[src/rtl/p2f_pkg.sv]
// Package: sample format codes and conversion helper functions.
`timescale 1ns / 1ps
package p2f_pkg;

   typedef enum logic [2:0] {
      FMT_F32 = 3'd0,
      FMT_F64 = 3'd1,
      FMT_S8  = 3'd2,
      FMT_U8  = 3'd3,
      FMT_S16 = 3'd4,
      FMT_S24 = 3'd5,
      FMT_S32 = 3'd6,
      FMT_DSD = 3'd7
   } fmt_type;

   localparam logic [31:0] F32_INF   = 32'h7F80_0000;
   localparam logic [31:0] F32_QNAN  = 32'h7FC0_0000;

   // Round-to-nearest-even increment for a kept lsb, guard and sticky.
   function automatic logic rne_inc(input logic lsb, input logic guard, input logic sticky);
      rne_inc = guard & (sticky | lsb);
   endfunction

endpackage

[src/rtl/p2f_int_conv.sv]
// Module: signed magnitude integer (magnitude below 2^33) to float32 with scaling.
`timescale 1ns / 1ps
module p2f_int_conv
   import p2f_pkg::*;
(
   input  logic        neg,
   input  logic [32:0] mag,
   input  logic [4:0]  scale_k,
   output logic [31:0] float_bits
);
   logic [5:0]  msb;
   logic [32:0] norm;
   logic [23:0] keep;
   logic        guard;
   logic        sticky;
   logic [24:0] rnd;
   logic [7:0]  bexp;

   // Locate the leading one.
   always_comb begin
      msb = 6'd0;
      for (int i = 0; i < 33; i++) begin
         if (mag[i]) begin
            msb = 6'(i);
         end
      end
   end

   // Left-align the leading one at bit 32.
   assign norm   = mag << (6'd32 - msb);
   assign keep   = norm[32:9];
   assign guard  = norm[8];
   assign sticky = |norm[7:0];
   assign rnd    = {1'b0, keep} + {24'd0, rne_inc(keep[0], guard, sticky)};

   always_comb begin
      bexp = 8'(msb) + 8'd127 - {3'd0, scale_k} + {7'd0, rnd[24]};
      if (mag == 33'd0) begin
         float_bits = 32'd0;
      end else begin
         float_bits = {neg, bexp, (rnd[24] ? rnd[23:1] : rnd[22:0])};
      end
   end
endmodule

[src/rtl/p2f_f64_conv.sv]
// Module: float64 to float32 narrowing with round to nearest even.
`timescale 1ns / 1ps
module p2f_f64_conv
   import p2f_pkg::*;
(
   input  logic [63:0] dbl,
   output logic [31:0] float_bits
);
   logic        sgn;
   logic [10:0] e;
   logic [51:0] m;
   logic [52:0] sig;
   logic signed [12:0] fe;
   logic [23:0] nkeep;
   logic [24:0] nrnd;
   logic [5:0]  sh;
   logic [52:0] shifted;
   logic [23:0] skeep;
   logic [52:0] below_mask;
   logic        sub_sticky;
   logic        sub_guard;
   logic [23:0] sub_keep;

   assign sgn = dbl[63];
   assign e   = dbl[62:52];
   assign m   = dbl[51:0];
   assign sig = {1'b1, m};
   assign fe  = $signed({2'b00, e}) - 13'sd896;

   // Normal path: drop 29 bits.
   assign nkeep = sig[52:29];
   assign nrnd  = {1'b0, nkeep} + {24'd0, rne_inc(sig[29], sig[28], |sig[27:0])};

   // Subnormal path: shift by 29 - fe (29..52), keep guard at bit 0.
   assign sh      = 6'(13'sd30 - fe - 13'sd1);
   assign shifted = sig >> sh;

   assign below_mask = (53'd1 << sh) - 53'd1;
   assign sub_guard  = shifted[0];
   assign sub_sticky = |(sig & below_mask);
   assign sub_keep   = shifted[24:1];
   assign skeep      = sub_keep + {23'd0, rne_inc(sub_keep[0], sub_guard, sub_sticky)};

   always_comb begin
      if (e == 11'h7FF) begin
         float_bits = (m == 52'd0) ? ({sgn, 31'd0} | F32_INF)
                                   : ({sgn, 31'd0} | F32_QNAN | {10'd0, m[50:29]});
      end else if (e == 11'd0) begin
         float_bits = {sgn, 31'd0};
      end else if (fe >= 13'sd255) begin
         float_bits = {sgn, 31'd0} | F32_INF;
      end else if (fe >= 13'sd1) begin
         if (nrnd[24]) begin
            float_bits = (fe >= 13'sd254) ? ({sgn, 31'd0} | F32_INF)
                                          : {sgn, 8'(fe + 13'sd1), 23'd0};
         end else begin
            float_bits = {sgn, fe[7:0], nrnd[22:0]};
         end
      end else if (fe < -13'sd23) begin
         float_bits = {sgn, 31'd0};
      end else begin
         float_bits = {sgn, 7'd0, skeep};
      end
   end
endmodule

[src/rtl/pcm_to_float32_converter.sv]
// Top level: PCM / float64 sample to float32 converter with register slices.
`timescale 1ns / 1ps
//  channel | direction | ports                              | moves
//  req     | in        | req_valid req_ready req_raw_sample | one raw sample word
//  rsp     | out       | rsp_valid rsp_ready rsp_float_bits | one float32 word
//          |           | rsp_unsupported                    |
//  csr     | in        | csr_valid csr_ready csr_sample_format | format register write
//
//  Samples pass an input register, then a result register, with combinational
//  conversion between them. One word per cycle is sustained while rsp_ready is high.
//  Reset clears the valid flags and the format register (float32 pass-through).
//  A stalled result holds in the result register; the input register advances
//  whenever the result register is free or drains in the same cycle.
module pcm_to_float32_converter
   import p2f_pkg::*;
(
   input  logic        clock,
   input  logic        reset,
   input  logic        req_valid,
   output logic        req_ready,
   input  logic [63:0] req_raw_sample,
   output logic        rsp_valid,
   input  logic        rsp_ready,
   output logic [31:0] rsp_float_bits,
   output logic        rsp_unsupported,
   input  logic        csr_valid,
   output logic        csr_ready,
   input  logic [2:0]  csr_sample_format
);
   fmt_type     fmt_ff, fmt_in;
   logic        in_vld_ff, in_vld_in;
   logic [63:0] in_raw_ff, in_raw_in;
   logic        out_vld_ff, out_vld_in;
   logic [31:0] out_bits_ff, out_bits_in;
   logic        out_uns_ff, out_uns_in;

   logic        adv;
   logic        int_neg;
   logic [32:0] int_mag;
   logic [4:0]  int_k;
   logic [31:0] int_bits;
   logic [31:0] dbl_bits;

   assign csr_ready = 1'b1;
   // Advance the input stage when the result register is empty or draining.
   assign adv       = ~out_vld_ff | rsp_ready;
   assign req_ready = ~in_vld_ff | adv;

   assign fmt_in    = (csr_valid) ? fmt_type'(csr_sample_format) : fmt_ff;
   assign in_vld_in = req_ready ? req_valid : in_vld_ff;
   assign in_raw_in = (req_valid && req_ready) ? req_raw_sample : in_raw_ff;

   // Form sign and magnitude for the integer formats.
   always_comb begin
      int_neg = 1'b0;
      int_mag = 33'd0;
      int_k   = 5'd0;
      unique case (fmt_ff)
         FMT_S8: begin
            int_neg = in_raw_ff[7];
            int_mag = in_raw_ff[7] ? 33'h100 - {25'd0, in_raw_ff[7:0]} : {25'd0, in_raw_ff[7:0]};
            int_k   = 5'd7;
         end
         FMT_U8: begin
            int_neg = ~in_raw_ff[7];
            int_mag = in_raw_ff[7] ? {26'd0, in_raw_ff[6:0]}
                                   : 33'h80 - {25'd0, in_raw_ff[7:0]};
            int_k   = 5'd7;
         end
         FMT_S16: begin
            int_neg = in_raw_ff[15];
            int_mag = in_raw_ff[15] ? 33'h10000 - {17'd0, in_raw_ff[15:0]}
                                    : {17'd0, in_raw_ff[15:0]};
            int_k   = 5'd15;
         end
         FMT_S24: begin
            int_neg = in_raw_ff[23];
            int_mag = in_raw_ff[23] ? 33'h1000000 - {9'd0, in_raw_ff[23:0]}
                                    : {9'd0, in_raw_ff[23:0]};
            int_k   = 5'd23;
         end
         FMT_S32: begin
            int_neg = in_raw_ff[31];
            int_mag = in_raw_ff[31] ? 33'h1_0000_0000 - {1'b0, in_raw_ff[31:0]}
                                    : {1'b0, in_raw_ff[31:0]};
            int_k   = 5'd31;
         end
         default: begin
            int_neg = 1'b0;
            int_mag = 33'd0;
            int_k   = 5'd0;
         end
      endcase
   end

   p2f_int_conv u_int (
      .neg        (int_neg),
      .mag        (int_mag),
      .scale_k    (int_k),
      .float_bits (int_bits)
   );

   p2f_f64_conv u_f64 (
      .dbl        (in_raw_ff),
      .float_bits (dbl_bits)
   );

   // Pick the result for the active format; hold while stalled.
   always_comb begin
      out_vld_in  = adv ? in_vld_ff : out_vld_ff;
      out_bits_in = out_bits_ff;
      out_uns_in  = out_uns_ff;
      if (adv && in_vld_ff) begin
         out_uns_in = 1'b0;
         unique case (fmt_ff)
            FMT_F32: out_bits_in = in_raw_ff[31:0];
            FMT_F64: out_bits_in = dbl_bits;
            FMT_DSD: begin
               out_bits_in = 32'd0;
               out_uns_in  = 1'b1;
            end
            default: out_bits_in = int_bits;
         endcase
      end
   end

   always_ff @(posedge clock) begin
      if (reset) begin
         fmt_ff     <= FMT_F32;
         in_vld_ff  <= 1'b0;
         out_vld_ff <= 1'b0;
      end else begin
         fmt_ff     <= fmt_in;
         in_vld_ff  <= in_vld_in;
         out_vld_ff <= out_vld_in;
      end
   end

   always_ff @(posedge clock) begin
      in_raw_ff   <= in_raw_in;
      out_bits_ff <= out_bits_in;
      out_uns_ff  <= out_uns_in;
   end

   assign rsp_valid       = out_vld_ff;
   assign rsp_float_bits  = out_bits_ff;
   assign rsp_unsupported = out_uns_ff;
endmodule

[config.mk]
export PLATFORM = sky130hd
export DESIGN_NAME = pcm_to_float32_converter
export DESIGN_NICKNAME = d
export VERILOG_FILES = /design/src/rtl/p2f_pkg.sv /design/src/rtl/p2f_int_conv.sv /design/src/rtl/p2f_f64_conv.sv /design/src/rtl/pcm_to_float32_converter.sv
export SDC_FILE = /design/constraint.sdc
export NUM_CORES = 1
export LEC_CHECK = 0
export ABC_CLOCK_PERIOD_IN_PS = 15400
export BUFFER_PORTS_ARGS = -buffer_cell sky130_fd_sc_hd__buf_2
export CORE_ASPECT_RATIO = 0.9
export CORE_UTILIZATION = 35
export DETAILED_ROUTE_END_ITERATION = 16
export SLEW_MARGIN = 0
export SYNTH_ARGS = -nofsm -noshare
export SYNTH_HDL_FRONTEND = slang
export SYNTH_SLANG_ARGS = --single-unit
export TNS_END_PERCENT = 10
[constraint.sdc]
create_clock -name clock -period 15.4 [get_ports clock]
set_input_delay 1.54 -clock clock [delete_from_list [all_inputs] [get_ports clock]]
set_output_delay 1.54 -clock clock [all_outputs]
set_load 0.05 [all_outputs]
==> impl_results.md <==
- RSZ-0062 raised after global routing: false
- Relative slew slack: between 10% and 20%
- Total CTS buffers: 9
- Overall power: roughly 1.7 mW
- Leakage: a little over 6 nW
- CP Launch Type: flip-flop
- H-tree levels: 3
- DRC violations left: 0
- Worst Setup EP: rsp_float_bits[28]
- Worst-path maximum fanout: 43
- Hold Path Stages: 2
- Sequential-to-total area share from yosys stat: around 18%
- Required @ worst endpoint: around 16 ns
- IO buf count: between 100 and 150
- Synthesized area: approximately 0.016 mm2
- Syn Inst Count: about 2100
- Power Density: 98.9 mW/mm2
- Fmax: slightly above 90 MHz
- Critical path arrival: between 10 and 15 ns
- Period minus WS final: 10.96 ns
- Clk_lat worst skew: about 0.41 ns
- Pre-antenna DRT Iters: 7
- Routed Wire Length: approximately 75 mm
- Slowest cell on the critical path: a221oi_1
- Post-CTS Repair Setup Buffers: 0
- Final Hold Fails: 0
- Synthesized flop and latch total: 102
- Largest net degree at the start of global routing: 65
- Crit end category: flip-flop
- Chip width: 230 um
- Final setup violation count: 0
- Syn_nets: roughly 2200
- Peak supply drop: about 0.08 mV
- Fraction of layout cells with a size suffix above 1: 17.3%
- Vias in the first global route: approximately 17000
- CP Class: reg -> reg
- Fin util: between 30% and 40%
- Max Cap Viol: 0
- Die area: 0.0475 mm2
- Reg2reg path depth: 34
- Initial antenna violation count: 2
- CTS Buffer Depth: 2
- Top_reg_cell synth: edfxtp_1
- Nets: ~2100
- Chip height: 207 um
- Via density: 6.94
- Worst min path class: reg -> reg
- Reg2reg end: rsp_float_bits[28]
- Final setup TNS: 0 ns
- Final GP Congestion: roughly 1.0
- Ports: approximately 110
- Initial drt markers: 2846
- DR WL/cell: 28.2 um
- Gr ovfl total: 0
- FF-to-FF setup slack: between 4 and 5 ns
- Worst-path clk slew: 0.07 ns
- Core Rows: 74
- Synth Area per Inst: about 7.9 um2
- Most used cell, CP: nor2_1
- CTS resizes: 0
- Final period utilization: 71.2%
- CTS tree: built
- Antenna cells: 0
- Clock Skew: 0.0243 ns
- R2r startpoint: in_raw_ff[2]
- Final HPWL DP: about 56 mm
- Core Region: approximately 0.046 mm2
- # clock sinks: between 100 and 150
- Worst path max stage delay: 0.91 ns
- Hold-fix buffers, CTS: 0
- Routed Antenna Nets: 0
- Total track usage: just over 30%
- Root Driver: clkbuf_16
- Routed vias: between 15000 and 20000
- Worst Tran Pin Value: roughly 1.3 ns
- Synth warn: 0
- Post-synth ARST share: 0%
- Fillcell total: roughly 4800
- Number of synthesized flops with an enable pin: 97
- Effective utilization at floorplan: between 30% and 40%
- P&R area growth vs syn: 7.39%
- Count of final max-slew check failures: 0
- Crit path from: in_raw_ff[2]
- Outcome: completed
- Synth cell types: between 100 and 150
- First-pass GRT wire length: approximately 110 mm
-- routing by layer --
| metal | track usage [%] | vias up | part of all wire (%) |
|---|---|---|---|
| li1 | - | 7962 | - |
| met1 | 42.5 | 8838 | 41 |
| met2 | 45.0 | 1399 | 42 |
| met3 | 8.26 | 203 | 13 |
| met4 | 13.8 | 2 | 4.5 |
| met5 | 0 | - | 0.015 |
-- worst min path at each step --
stage	endpoint	startpoint	slack, ns
floorplan	rsp_valid	in_vld_ff	0.48
global placement	rsp_valid	in_vld_ff	0.51
detailed placement	rsp_valid	in_vld_ff	0.51
CTS	rsp_valid	in_vld_ff	0.52
global route	rsp_valid	in_vld_ff	0.56
finish	rsp_valid	in_vld_ff	0.52
-- critical path: cells and delay by family (launching register included) --
kind / cells / cell delay, ns
simple gates: 13 / 3.42
compound gates: 13 / 4.16
flops: 1 / 0.61
fa+ha+maj: 4 / 0.96
buf+inv: 4 / 1.53
-- state kept, by name, summed over array words and instances, names as in the netlist --
| signal | flops |
|---|---|
| rsp_float_bits | 32 |
| in_raw_ff | 64 |
| fmt_ff | 3 |
| rsp_valid | 1 |
| in_vld_ff | 1 |
| rsp_unsupported | 1 |
-- area by class of cell --
class	count	area, um2	share of cell area [%]
timing repair buffer	144	816	4.65
multi-input combinational	1730	12400	70.9
clock inverter	5	81.3	0.464
clock buffer	11	233	1.33
tap	608	761	4.34
sequential	102	3010	17.2
inverter	53	199	1.13
-- where the power goes --
group	leakage (nW)	switching (mW)	total [mW]	internal (mW)
Sequential	0.975	0.0454	0.385	0.339
Combinational	5.07	0.715	1.08	0.369
Clock	0.150	0.123	0.266	0.143
Total	6.20	0.884	1.74	0.852
-- cell usage in the layout (no fill, tap or decap), types with 13 or more instances in the layout --
cell and instances:
nand2_1 285, nor2_1 158, a21oi_1 117, buf_2 106
o21ai_0 102, edfxtp_1 97, nand3_1 90, mux4_2 77
nor3_1 68, mux2i_1 54, inv_1 49, a211oi_1 43
xnor2_1 39, buf_4 38, xor2_1 33, and3_1 32
nand4_1 29, a31oi_1 29, o22ai_1 27, nor4_1 25
o221ai_1 22, ha_1 21, or3_1 20, o211ai_1 20
and2_1 17, a22oi_1 17, mux2_2 15, a21o_1 15
nand2b_1 15, o21a_1 15, a221oi_1 15, or2_2 14
o21ai_1 14, o32ai_1 13
-- per-stage QoR --
step           worst slack (ns)  std cells  hold WS [ns]  area, um2
6_report                   4.44       2653         0.519      17500
5_1_grt                    3.68       2653         0.560      17500
4_1_cts                    4.74       2653         0.520      17500
3_5_place_dp               4.77       2637         0.508      17200
3_3_place_gp               4.95       2637         0.507      17200
2_1_floorplan              7.36       2062         0.478      16300
-- synth_stat cells, drive strengths merged, types with 10 or more instances --
cell	count	area, um2
edfxtp	97	2910
a211o	11	96.3
a221o	12	120
clkbuf	120	450
o211ai	22	175
nor3	78	442
nand2	285	1070
a211oi	47	380
nor4	32	273
nor2b	13	81.3
xnor2	43	384
mux2i	55	554
o31ai	13	113
a21oi	121	628
mux2	18	203
or2	18	113
and3	32	200
mux4	77	1730
a2111oi	13	184
nand3	91	460
nand4	31	206
o32ai	14	130
ha	22	275
o22ai	29	194
buf	57	309
xor2	36	315
a221oi	16	146
nor2	160	606
inv	51	191
o221ai	22	193
a31oi	29	181
a31o	10	96.4
a21o	15	113
a311oi	10	93.8
o21a	15	113
nand2b	15	93.8
a22oi	17	128
and2	20	128
o21ai	119	607
or3	20	125
-- cells by family after synthesis --
logic type	share of synthesized area, %
multiplexers	15.2
buffers and inverters	5.87
other	0.0230
XOR/XNOR	4.28
flip-flops	18.4
AND/OR/NAND/NOR	26.0
adder cells (fa/ha/maj)	1.93
AO/OA/AOI/OAI	28.2
No activity file was read; power rests on OpenSTA's default activity.
